===== config.mk =====
export PLATFORM = sky130hd
export DESIGN_NAME = codeblock_pass_length_encoder
export DESIGN_NICKNAME = d
export VERILOG_FILES = /design/src/hdl/cple_pkg.sv /design/src/hdl/cple_pass_decode.sv /design/src/hdl/codeblock_pass_length_encoder.sv
export SDC_FILE = /design/constraint.sdc
export NUM_CORES = 1
export LEC_CHECK = 0
export BUFFER_PORTS_ARGS = -buffer_cell sky130_fd_sc_hd__buf_2
export CORE_MARGIN = 2
export CORE_UTILIZATION = 45
export DETAILED_ROUTE_END_ITERATION = 8
export MAX_ROUTING_LAYER = met4
export PLACE_DENSITY = 0.63
export SETUP_SLACK_MARGIN = 0.4
export SLEW_MARGIN = 15
export SYNTH_ARGS = -nofsm -noshare
export SYNTH_HDL_FRONTEND = slang
export SYNTH_SLANG_ARGS = --single-unit
export TNS_END_PERCENT = 1

===== constraint.sdc =====
create_clock -name clk_i -period 10.47 [get_ports clk_i]
set_input_delay 1.047 -clock clk_i [delete_from_list [all_inputs] [get_ports clk_i]]
set_output_delay 1.047 -clock clk_i [all_outputs]
set_load 0.05 [all_outputs]

===== src/hdl/cple_pkg.sv =====
// Shared types and constants for the code-block pass/length header encoder.
// Used by cple_pass_decode and codeblock_pass_length_encoder; no dependencies.
package cple_pkg;

  localparam int PassW    = 8;   // pass count field width
  localparam int CodeLenW = 16;  // code length field width
  localparam int HdrW     = 47;  // header bits field width
  localparam int CntW     = 6;   // bit count field width
  localparam int PcodeW   = 16;  // longest pass-count code
  localparam int PcodeLenW = 5;  // holds a pass-count code length up to 16
  localparam int LpW      = 3;   // floor log2 of a pass count

  localparam logic [PassW-1:0] MaxPasses   = 8'd164;
  localparam logic [CntW-1:0]  BaseLenBits = 6'd3;

  // Decoded pass count: invalid flag, code bits, their number and floor log2 of the count
  typedef struct packed {
    logic                 invalid;
    logic [PcodeW-1:0]    code;
    logic [PcodeLenW-1:0] code_len;
    logic [LpW-1:0]       lp;
  } pass_code_t;

endpackage


===== src/hdl/cple_pass_decode.sv =====
// Pass-count decoder: builds the variable-length pass-count code and floor log2.
// Depends on cple_pkg.
module cple_pass_decode (
  input  logic [cple_pkg::PassW-1:0] pass_count_i,
  output cple_pkg::pass_code_t       pass_code_o
);

  logic [cple_pkg::PassW-1:0] diff3;
  logic [cple_pkg::PassW-1:0] diff6;
  logic [cple_pkg::PassW-1:0] diff37;

  assign diff3  = pass_count_i - 8'd3;
  assign diff6  = pass_count_i - 8'd6;
  assign diff37 = pass_count_i - 8'd37;

  // Select the code class by pass count range
  always_comb begin
    pass_code_o = '0;
    pass_code_o.invalid = (pass_count_i == '0) || (pass_count_i > cple_pkg::MaxPasses);
    priority if (pass_count_i == 8'd1) begin
      pass_code_o.code     = 16'd0;
      pass_code_o.code_len = 5'd1;
    end else if (pass_count_i == 8'd2) begin
      pass_code_o.code     = 16'd2;
      pass_code_o.code_len = 5'd2;
    end else if (pass_count_i <= 8'd5) begin
      pass_code_o.code     = {12'd0, 2'b11, diff3[1:0]};
      pass_code_o.code_len = 5'd4;
    end else if (pass_count_i <= 8'd36) begin
      pass_code_o.code     = {7'd0, 4'hf, diff6[4:0]};
      pass_code_o.code_len = 5'd9;
    end else begin
      pass_code_o.code     = {9'h1ff, diff37[6:0]};
      pass_code_o.code_len = 5'd16;
    end
    // Floor log2: highest set bit wins
    for (int i = 0; i < cple_pkg::PassW; i++) begin
      if (pass_count_i[i]) begin
        pass_code_o.lp = cple_pkg::LpW'(i);
      end
    end
  end

endmodule


===== src/hdl/codeblock_pass_length_encoder.sv =====
// Code-block pass-count and length header encoder, three register stages.
// A result strobes on result_valid_o once a taken start_i has passed the s1, s2 and s3 registers.
// Throughput: one item per cycle; busy_o is tied low.
// Reset: rst_ni clears the stage valid bits asynchronously; nothing is in flight.
// The receiver cannot stall; each result is shown for exactly one cycle.
// Depends on cple_pkg and cple_pass_decode.
module codeblock_pass_length_encoder #(
  parameter int LENGTH_BITS = 16
) (
  input  logic                          clk_i,
  input  logic                          rst_ni,
  input  logic                          start_i,
  output logic                          busy_o,
  input  logic [cple_pkg::PassW-1:0]    pass_count_i,
  input  logic [cple_pkg::CodeLenW-1:0] code_length_i,
  output logic                          result_valid_o,
  output logic [cple_pkg::HdrW-1:0]     header_bits_o,
  output logic [cple_pkg::CntW-1:0]     bit_count_o,
  output logic                          invalid_o
);

  localparam int LenW = (LENGTH_BITS < cple_pkg::CodeLenW) ? LENGTH_BITS : cple_pkg::CodeLenW;
  localparam int LlW  = $clog2(LenW);

  // ---------------- stage 1: decode pass count and length log ----------------
  cple_pkg::pass_code_t pass_code;
  logic [LenW-1:0]      len_in;
  logic [LlW-1:0]       ll_d;

  cple_pass_decode u_pass_decode (
    .pass_count_i (pass_count_i),
    .pass_code_o  (pass_code)
  );

  assign len_in = code_length_i[LenW-1:0];

  // Find floor log2 of the length; zero maps to zero
  always_comb begin
    ll_d = '0;
    for (int i = 0; i < LenW; i++) begin
      if (len_in[i]) begin
        ll_d = LlW'(i);
      end
    end
  end

  logic                 s1_valid_q;
  cple_pkg::pass_code_t s1_pc_q;
  logic [LenW-1:0]      s1_len_q;
  logic [LlW-1:0]       s1_ll_q;

  always_ff @(posedge clk_i or negedge rst_ni) begin
    if (!rst_ni) begin
      s1_valid_q <= 1'b0;
    end else begin
      s1_valid_q <= start_i && !busy_o;
    end
  end

  always_ff @(posedge clk_i) begin
    s1_pc_q  <= pass_code;
    s1_len_q <= len_in;
    s1_ll_q  <= ll_d;
  end

  // ---------------- stage 2: comma code and header head ----------------
  logic [cple_pkg::CntW-1:0] ll_plus1;
  logic [cple_pkg::CntW-1:0] base_len;
  logic [cple_pkg::CntW-1:0] inc;
  logic [cple_pkg::CntW-1:0] comma_len;
  logic [cple_pkg::HdrW-1:0] comma_bits;
  logic [cple_pkg::HdrW-1:0] head_d;
  logic [cple_pkg::CntW-1:0] head_len_d;
  logic [cple_pkg::CntW-1:0] nlen_d;

  assign ll_plus1   = cple_pkg::CntW'(s1_ll_q) + 6'd1;
  assign base_len   = cple_pkg::BaseLenBits + cple_pkg::CntW'(s1_pc_q.lp);
  assign inc        = (ll_plus1 > base_len) ? (ll_plus1 - base_len) : '0;
  assign comma_len  = inc + 6'd1;
  // inc ones then a zero
  assign comma_bits = (cple_pkg::HdrW'(1) << comma_len) - cple_pkg::HdrW'(2);
  assign head_d     = (cple_pkg::HdrW'(s1_pc_q.code) << comma_len) | comma_bits;
  assign head_len_d = cple_pkg::CntW'(s1_pc_q.code_len) + comma_len;
  assign nlen_d     = base_len + inc;

  logic                      s2_valid_q;
  logic                      s2_inv_q;
  logic [cple_pkg::HdrW-1:0] s2_head_q;
  logic [cple_pkg::CntW-1:0] s2_head_len_q;
  logic [cple_pkg::CntW-1:0] s2_nlen_q;
  logic [LenW-1:0]           s2_len_q;

  always_ff @(posedge clk_i or negedge rst_ni) begin
    if (!rst_ni) begin
      s2_valid_q <= 1'b0;
    end else begin
      s2_valid_q <= s1_valid_q;
    end
  end

  always_ff @(posedge clk_i) begin
    s2_inv_q      <= s1_pc_q.invalid;
    s2_head_q     <= head_d;
    s2_head_len_q <= head_len_d;
    s2_nlen_q     <= nlen_d;
    s2_len_q      <= s1_len_q;
  end

  // ---------------- stage 3: append length bits, output register ----------------
  logic [cple_pkg::HdrW-1:0] hdr_d;
  logic [cple_pkg::CntW-1:0] cnt_d;

  assign hdr_d = s2_inv_q ? '0
               : ((s2_head_q << s2_nlen_q) | cple_pkg::HdrW'(s2_len_q));
  assign cnt_d = s2_inv_q ? '0 : (s2_head_len_q + s2_nlen_q);

  logic                      s3_valid_q;
  logic                      s3_inv_q;
  logic [cple_pkg::HdrW-1:0] s3_hdr_q;
  logic [cple_pkg::CntW-1:0] s3_cnt_q;

  always_ff @(posedge clk_i or negedge rst_ni) begin
    if (!rst_ni) begin
      s3_valid_q <= 1'b0;
    end else begin
      s3_valid_q <= s2_valid_q;
    end
  end

  always_ff @(posedge clk_i) begin
    s3_inv_q <= s2_inv_q;
    s3_hdr_q <= hdr_d;
    s3_cnt_q <= cnt_d;
  end

  // Drive the result ports; the pipeline never holds off a start
  assign busy_o         = 1'b0;
  assign result_valid_o = s3_valid_q;
  assign header_bits_o  = s3_hdr_q;
  assign bit_count_o    = s3_cnt_q;
  assign invalid_o      = s3_inv_q;

endmodule

# Word level (Yosys, flattened, before mapping)
# Cells that the tools add are included.
# word_totals
ff_bits,178
inputBits,27
output_inout_bits,56
elab_cells,81
# classes
add_sub_neg,11
magnitude_cmp,4
eq_ne,2
n_shift,3
muxes,24
bitwise,2
n_reduce_logical,9
# op_table
cell,n
47-bit by 16-bit OR with 47-bit output,1
47-bit OR,1
"1-bit by 6-bit << shifter with 47-bit output, first input constant",1
16-bit by 6-bit << shifter with 47-bit output,1
47-bit by 6-bit << shifter with 47-bit output,1
"47-bit by 3-bit subtractor with 47-bit output, second input constant",1
3-bit two-way mux,8
21-bit two-way mux,1
2-bit two-way mux,8
9-bit two-way mux,1
"8-bit by 1-bit == test with 1-bit output, second input constant",1
"8-bit by 2-bit == test with 1-bit output, second input constant",1
"8-bit > comparator, second input constant",1
"8-bit by 3-bit less-or-equal comparator with 1-bit output, second input constant",1
"8-bit by 6-bit less-or-equal comparator with 1-bit output, second input constant",1
8-bit logical NOT,1
4-bit OR reduction,2
8-bit OR reduction,1
7-bit two-way mux,1
"7-bit by 6-bit subtractor with 7-bit output, second input constant",1
4-bit by 6-bit adder with 6-bit output,1
5-bit by 6-bit adder with 6-bit output,1
"6-bit by 1-bit adder with 6-bit output, second input constant",1
6-bit adder,1
11 further kinds,16

# Depth between registers and ports, before layout
# Gate-level depths: netlist of run 1.
# logic_depth
word_depth,14
ltp_mapped,23
ltp_nobuf,19

# By module
# From an unflattened synthesis of run 1, not the netlist that was laid out.
# unflattened
cells_unflattened,1252
hier_area_um2,10505.1
# modules_own_cells
mod,instances,cells_per_inst,area_each_um2,seq_area_each_um2
codeblock_pass_length_encoder,1,1174,9927.0,3578.4
cple_pass_decode,1,78,578.1,0.0

# Worst setup path after synthesis of run 1
# OpenSTA, ideal clock, no wires.
# synth_timing
path_kind,register to register
from,register s1_pc_q[0] (netlist name)
to,register s2_head_q[45] (netlist name)
setup_time_ns,0.134
arrival_ns,4.993
required_time_ns,10.336
setup_slack_ns,5.343
path_stages_with_launch,23
path_buffers,3
period_less_slack_ns,5.127
cell_sequence,dfxtp_1 -> inv_1 -> ha_1 -> inv_1 -> fa_1 -> nand2b_1 -> a21oi_2 -> a21oi_1 -> nor2_1 -> ha_1 -> clkbuf_1 -> nand2_1 -> o31a_1 -> o21ai_2 -> clkbuf_1 -> nor2_1 -> nand2_1 -> ha_1 -> o21a_1 -> buf_2 -> nand3_2 -> and3_1 -> or4_1
# synth_between
elab_chain_len,7
elab_cells_between_ends,9
classes_between,add/sub: 4; order compare: 1; shift: 2; mux: 1; bitwise: 1
# synth_rtl
element,line_no,text
start: declaration,codeblock_pass_length_encoder.sv:48,cple_pkg::pass_code_t s1_pc_q;
start signal: assignment,codeblock_pass_length_encoder.sv:61,s1_pc_q <= pass_code;
2-bit by 3-bit adder with 4-bit output (*),codeblock_pass_length_encoder.sv:77,assign base_len = cple_pkg::BaseLenBits + cple_pkg::CntW'(s1_pc_q.lp);
5-bit by 4-bit subtractor with 6-bit output or 5-bit by 4-bit > comparator with 1-bit output (tied branches),codeblock_pass_length_encoder.sv:78,assign inc = (ll_plus1 > base_len) ? (ll_plus1 - base_len) : '0;
6-bit two-way mux (*),codeblock_pass_length_encoder.sv:78,
6-bit by 1-bit adder with 6-bit output (*),codeblock_pass_length_encoder.sv:79,assign comma_len = inc + 6'd1;
1-bit by 6-bit << shifter with 47-bit output,codeblock_pass_length_encoder.sv:81,assign comma_bits = (cple_pkg::HdrW'(1) << comma_len) - cple_pkg::HdrW'(2);
47-bit by 3-bit subtractor with 47-bit output,codeblock_pass_length_encoder.sv:81,
47-bit OR (*),codeblock_pass_length_encoder.sv:82,assign head_d = (cple_pkg::HdrW'(s1_pc_q.code) << comma_len) | comma_bits;
net head_d (one bit),codeblock_pass_length_encoder.sv:72,logic [cple_pkg::HdrW-1:0] head_d;
end signal: assignment,codeblock_pass_length_encoder.sv:103,s2_head_q <= head_d;
end: declaration,codeblock_pass_length_encoder.sv:88,logic [cple_pkg::HdrW-1:0] s2_head_q;
# The timed path passes the listed nets; every way through them passes the cells marked *.
# A chain may end at the register's enable or synchronous reset.

# Worst setup path in the final report of run 1
# Ends and elaborated chain as after synthesis.

==> results.yml, run 1 <==
run_status:
  outcome: "finished clean"
die:
  die_w_um: 155
  start_util: 0.455
  dieArea_um2: 24000
  num_rows: 55
  io_pins: 83
  core-area_um2: 22500
  die_y_um: 155
detailed_routing:
  drcViolationCount: 0
  wl_met1_um: 14600
  antenna_left: 0
  drtPass1Iterations: 6
  wirelength_um: 33900
  routed_via_density: 6.11
  vias: 9583
  wl_met2_um: 15700
  wl_per_cell_um: 21.6
  top_layer_used: "met4"
  drt_iter0_drc: 772
  wl_met3_um: 2290
placement:
  gp_congestion: 1.06
  pre_cts_slack_ns: 4.34
  port_buffers: 81
  dpl.hpwl_um: 25300
clock_tree:
  cts_root_buf: "clkbuf_16"
  cts_buffer_depth: 2
  numCtsBuffers: 17
  clock_sinks: 170
  post_cts_buffers: 0
  htree_levels: 4
  cts_tree: "built"
  ctsHoldBuffers: 0
  post_cts_resized: 0
  insertion_delay_ns: 0.43
  path_clk_slew_ns: 0.08
synthesis:
  syn-cell-area_um2: 10200
  seq_area_frac_synth: 0.334
  synth.most_common_cell: "dfxtp_1"
  synth_top_cell_area_share: 0.327
  dominantRegCellSynth: "dfxtp_1"
  netlist_instances: 1239
  synthArstFlopShare: 0.0176
  synthTopCellsByArea: "dfxtp_1 33%, mux4_2 7.5%, nand2_1 6.0%, nor2_1 5.9%, mux2i_1 5.1%"
  synth_common_cells: "167 x dfxtp_1, 163 x nand2_1, 160 x nor2_1"
  ys_types: 82
  synth_fp_nets: 1302
  synth_warnings: 0
  synth_edf_count: 0
  synth_area_leader_cell: "dfxtp_1"
  synth_seq_cells: 170
  syn_area_per_cell_um2: 8.26
grt:
  grt_max_degree: 55
  antenna_found_initial: 1
  grt-ovfl-total: 0
  grtUsageTotal: 0.290
  grt_pass1_wl_um: 52300
  first_global_vias: 9151
power:
  cellLeakagePower_nw: 4.86
  ir_worst_vdd_uv: 136
  powerDensity_nw_per_um2: 388
timing:
  drv_slew: 0
  max_freq_mhz: 161
  period_minus_slack_ns: 6.22
  finalHoldViolations: 0
  final-setup-viol-count: 0
  fin_skew_ns: 0.0204
  final.setup.worst_slack_ns: 4.25
  relSlewSlack: 0.338
  setup_tns_ns: 0
  post-route-period-util: 0.594
  tightest_slew_ns: 0.993
  rsz0062_at_grt: "no"
critical_path:
  cp-start-kind: "flop"
  regToRegSetupSlack_ns: 4.25
  worstReg2RegStart: "s1_pc_q[0]"
  rr_worst_depth: 19
  worstSetupPathType: "flop to flop"
  worst-path-max-fanout: 16
  setup.worst_path.end_class: "flop"
  cp.arrival_ns: 6.52
  required_ns: 10.77
  r2r-end: "s2_head_q[45]"
flow_run:
  drv_cap: 0
finish:
  drive_above_1_share: 0.155
  area_delta_synth_final_pct: 10.7
  n_fill_cell: 2181
  register_area_um2: 3420
  final_nets: 1332
  multiInputGateArea_um2: 6330
min_path:
  hold_class: "flop to flop"
  min_from: "s1_len_q[11]"
  hold_depth: 0
  holdPathEnd: "s2_len_q[11]"
-- worst max-delay path, cell delays in order, from the launching register on --
cell,delay [ns]
dfxtp_1,0.33
inv_1,0.08
ha_1,0.35
inv_1,0.09
fa_1,0.50
nand2b_1,0.23
a21oi_2,0.29
a21oi_1,0.22
nor2_1,0.33
ha_1,0.41
o21ai_0,0.15
a31oi_1,0.44
a211o_1,0.48
nor2_1,0.13
nand2_1,0.10
ha_1,0.60
o21a_1,0.46
nand3_2,0.20
and3_1,0.20
or4_1,0.49
-- per-stage QoR --
stage / instances / instance area [µm²] / hold slack, ns / total power (W) / util
floorplan: 1239 / 10200 / 0.310 / 0.00300 / -
global placement: 1535 / 10800 / 0.310 / 0.00373 / 0.478
detailed placement: 1535 / 10800 / 0.312 / 0.00373 / 0.478
CTS: 1567 / 11300 / 0.326 / 0.00434 / 0.503
global route: 1568 / 11300 / 0.334 / 0.00464 / 0.503
finish: 1568 / 11300 / 0.328 / 0.00439 / 0.503
-- area by class of cell --
cell class / instances / area share
well taps: 285 / 0.0315
flip-flops and latches: 170 / 0.302
repair buffers: 92 / 0.0431
clock buffers: 18 / 0.0379
diodes: 1 / 0.000221
inverters: 43 / 0.0143
multi-input cells: 945 / 0.559
clock inverters: 14 / 0.0123
-- worst max path at each step --
stage	startpoint	slack (ns)	to
after CTS	s1_pc_q[0]	4.33	s2_head_q[45]
after global routing	s1_pc_q[0]	3.79	s2_head_q[45]
after detailed placement	s1_pc_q[0]	4.34	s2_head_q[45]
after global placement	s1_pc_q[0]	4.52	s2_head_q[45]
final	s1_pc_q[0]	4.25	s2_head_q[45]
after floorplan	s1_pc_q[0]	5.34	s2_head_q[45]
-- logic make-up (layout without fill, tap and decap cells) --
family,Yosys count,count (layout),share of synthesized area
multiplexers,98,98,0.139
XOR/XNOR,29,29,0.0285
other,1,2,0.000367
adder cells (fa/ha/maj),39,39,0.0499
flip-flops,170,170,0.334
buffers and inverters,124,167,0.0475
AO/OA/AOI/OAI,330,330,0.210
AND/OR/NAND/NOR,448,448,0.191
-- registers in the layout (all words and copies together) (netlist names) --
signal / count
s2_valid_q: 1
result_valid_o: 1
bit_count_o: 6
s2_inv_q: 1
s1_len_q: 16
s1_pc_q: 17
header_bits_o: 47
s2_head_q: 47
s2_head_len_q: 6
s1_ll_q: 4
invalid_o: 1
s2_len_q: 16
s2_nlen_q: 6
s1_valid_q: 1
-- power breakdown --
part | internal [W] | switching [W] | leakage, nW | total [W]
registers | 0.000863 | 0.000150 | 1.44 | 0.00101
clock network | 0.000315 | 0.000291 | 0.266 | 0.000607
logic | 0.000940 | 0.00183 | 3.16 | 0.00277
total | 0.00212 | 0.00228 | 4.86 | 0.00439
-- cells in the final DEF (no fill, tap or decap), types with 7 or more instances in the layout --
master     synthesis  final
o21ai_0           64     64
ha_1              32     32
o22ai_1           25     25
nor4_1             9      9
mux4_2            34     34
dfxtp_1          167    165
a21o_1            11     11
or2_2              7      7
and3_1            13     13
buf_2              4     81
clkbuf_16          0     17
nor2b_1            8      8
buf_4              2     11
a211o_1            7      7
a31oi_1           20     20
mux2_2            12     12
xor2_1             8      8
nand2b_1           9      9
nand4_1            7      7
nor2_1           160    159
mux2i_1           52     52
o211ai_1          10     10
o22a_1             7      7
nor3_1            25     25
nand2_1          163    163
nand3_1           26     26
a21oi_1           87     87
o21a_1             9      9
xnor2_1           18     18
inv_1             38     38
a211oi_1          18     18
-- layer usage --
layer	vias up	GRT usage
li1	4514	-
met1	4574	0.374
met2	404	0.456
met3	91	0.0521
met4	0	0.112
met5	-	-
No activity file was read; power rests on OpenSTA's default activity.
==> inputs of run 2 (changes only) <==
==> constraint.sdc (replaced) <==
create_clock -name clk_i -period 6.23 [get_ports clk_i]
set_input_delay 0.623 -clock clk_i [delete_from_list [all_inputs] [get_ports clk_i]]
set_output_delay 0.623 -clock clk_i [all_outputs]
set_load 0.05 [all_outputs]
==> results.yml, run 2 (same netlist as run 1, synthesis figures left out) <==
run_status:
  outcome: "finished clean"
grt:
  grt_pass1_wl_um: 51500
  antenna_found_initial: 1
  grt-ovfl-total: 0
  grtUsageTotal: 0.287
  grt_max_degree: 55
  first_global_vias: 8991
placement:
  pre_cts_slack_ns: 0.664
  port_buffers: 81
  dpl.hpwl_um: 25300
  gp_congestion: 1.02
finish:
  final_cell_mix: "165 x dfxtp_1, 163 x nand2_1, 160 x nor2_1"
  area_delta_synth_final_pct: 11.4
  final_nets: 1339
  multiInputGateArea_um2: 6330
  drive_above_1_share: 0.160
  register_area_um2: 3420
  final_common_cell: "dfxtp_1"
  n_fill_cell: 2168
critical_path:
  cp-start-kind: "flop"
  crit_chain: "inv_1, ha_1, inv_1, fa_1, nand2b_1, a21oi_2, a21oi_1, nor2_1, ha_1, o21ai_0, a31oi_2, a211o_2, nor2_1, nand2_1, ha_1, o21a_1, nand3_2, and3_1, or4_1"
  worstSetupPathType: "flop to flop"
  critical-path-top-delay-family: "compound AO/OA/AOI/OAI gates"
  worst-path-max-fanout: 11
  crit_top_cell: "ha_1"
  critPathMaxStageDelay_ns: 0.50
  required_ns: 6.53
  path_buf_inv: 2
  cpMaxStageDelayCell: "or4_1"
  cp.arrival_ns: 5.80
  setup.worst_path.end_class: "flop"
clock_tree:
  post_cts_buffers: 0
  cts_buffer_depth: 2
  numCtsBuffers: 17
  insertion_delay_ns: 0.43
  cts_root_buf: "clkbuf_16"
  htree_levels: 4
  cts_tree: "built"
  clock_sinks: 170
  path_clk_slew_ns: 0.08
detailed_routing:
  drtPass1Iterations: 8
  drt_iter0_drc: 936
  vias: 9670
  routed_via_density: 6.14
  wirelength_um: 33500
  antenna_left: 0
  drcViolationCount: 0
  wl_per_cell_um: 21.3
timing:
  final-setup-viol-count: 0
  tightest_slew_ns: 1.02
  fin_skew_ns: 0.0234
  rsz0062_at_grt: "no"
  drv_slew: 0
  holdWs_ns: 0.291
  period_minus_slack_ns: 5.49
  final.setup.worst_slack_ns: 0.735
  post-route-period-util: 0.882
  max_freq_mhz: 182
  finalHoldViolations: 0
  setup_tns_ns: 0
  relSlewSlack: 0.317
power:
  powerDensity_nw_per_um2: 651
  cellLeakagePower_nw: 4.91
  ir_worst_vdd_uv: 222
die:
  io_pins: 83
  start_util: 0.455
  core-area_um2: 22500
  num_rows: 55
  die_w_um: 155
  dieArea_um2: 24000
  die_y_um: 155
min_path:
  hold_class: "input pin to flop"
flow_run:
  drv_cap: 0
==> run 2: cell count changes in the layout (fill, tap and decap cells not counted), moves of 2 or more <==
cell and delta:
inv_6 +2, buf_4 +6, clkinv_4 +2, clkinvlp_4 -3
==> run 2: repair_timing <==
item,CTS,global route
resized for setup,0,2
setup endpoints to repair,0,9
hold buffers,1,0
hold endpoints to repair,3,0
==> run 2: cell type report <==
class / count / share of cell area
diodes: 1 / 0.000220
clock buffers: 18 / 0.0377
clock inverters: 14 / 0.0128
inverters: 43 / 0.0142
multi-input cells: 945 / 0.556
flip-flops and latches: 170 / 0.300
well taps: 285 / 0.0313
repair buffers: 99 / 0.0477
==> run 2: power by group <==
| group | switching [W] | internal (W) |
|---|---|---|
| sequential | 0.000251 | 0.00145 |
| combinational | 0.00307 | 0.00160 |
| clock | 0.000509 | 0.000536 |
| total | 0.00383 | 0.00358 |
==> run 2: metrics by stage <==
stage / instance area [µm²] / cells / total power, W / utilization
2_1_floorplan: 10200 / 1239 / 0.00504 / -
3_3_place_gp: 10800 / 1541 / 0.00628 / 0.480
3_5_place_dp: 10800 / 1541 / 0.00628 / 0.480
4_1_cts: 11400 / 1574 / 0.00734 / 0.506
5_1_grt: 11400 / 1575 / 0.00785 / 0.506
6_report: 11400 / 1575 / 0.00742 / 0.506
==> run 2: final timing paths <==
check                                      end  cells after the start  slack (ns)              from
worst max-delay path             s2_head_q[45]                     19        0.74        s1_pc_q[0]
worst min-delay path               s1_len_q[0]                      1        0.29  code_length_i[0]
worst max register to register   s2_head_q[45]                     19        0.74        s1_pc_q[0]
worst min register to register     s2_len_q[6]                      0        0.32       s1_len_q[6]
max in group asynchronous       result_valid_o                      2        5.61            rst_ni
min in group asynchronous           s2_valid_q                      2        0.52            rst_ni
==> run 2: layer usage <==
metal  GRT usage  wire length (µm)  vias to the layer above
li1            -                 -                     4537
met1       0.369             14200                     4600
met2       0.459             15700                      437
met3      0.0457              2300                       96
met4       0.105              1290                        0
met5           -                 0                        -
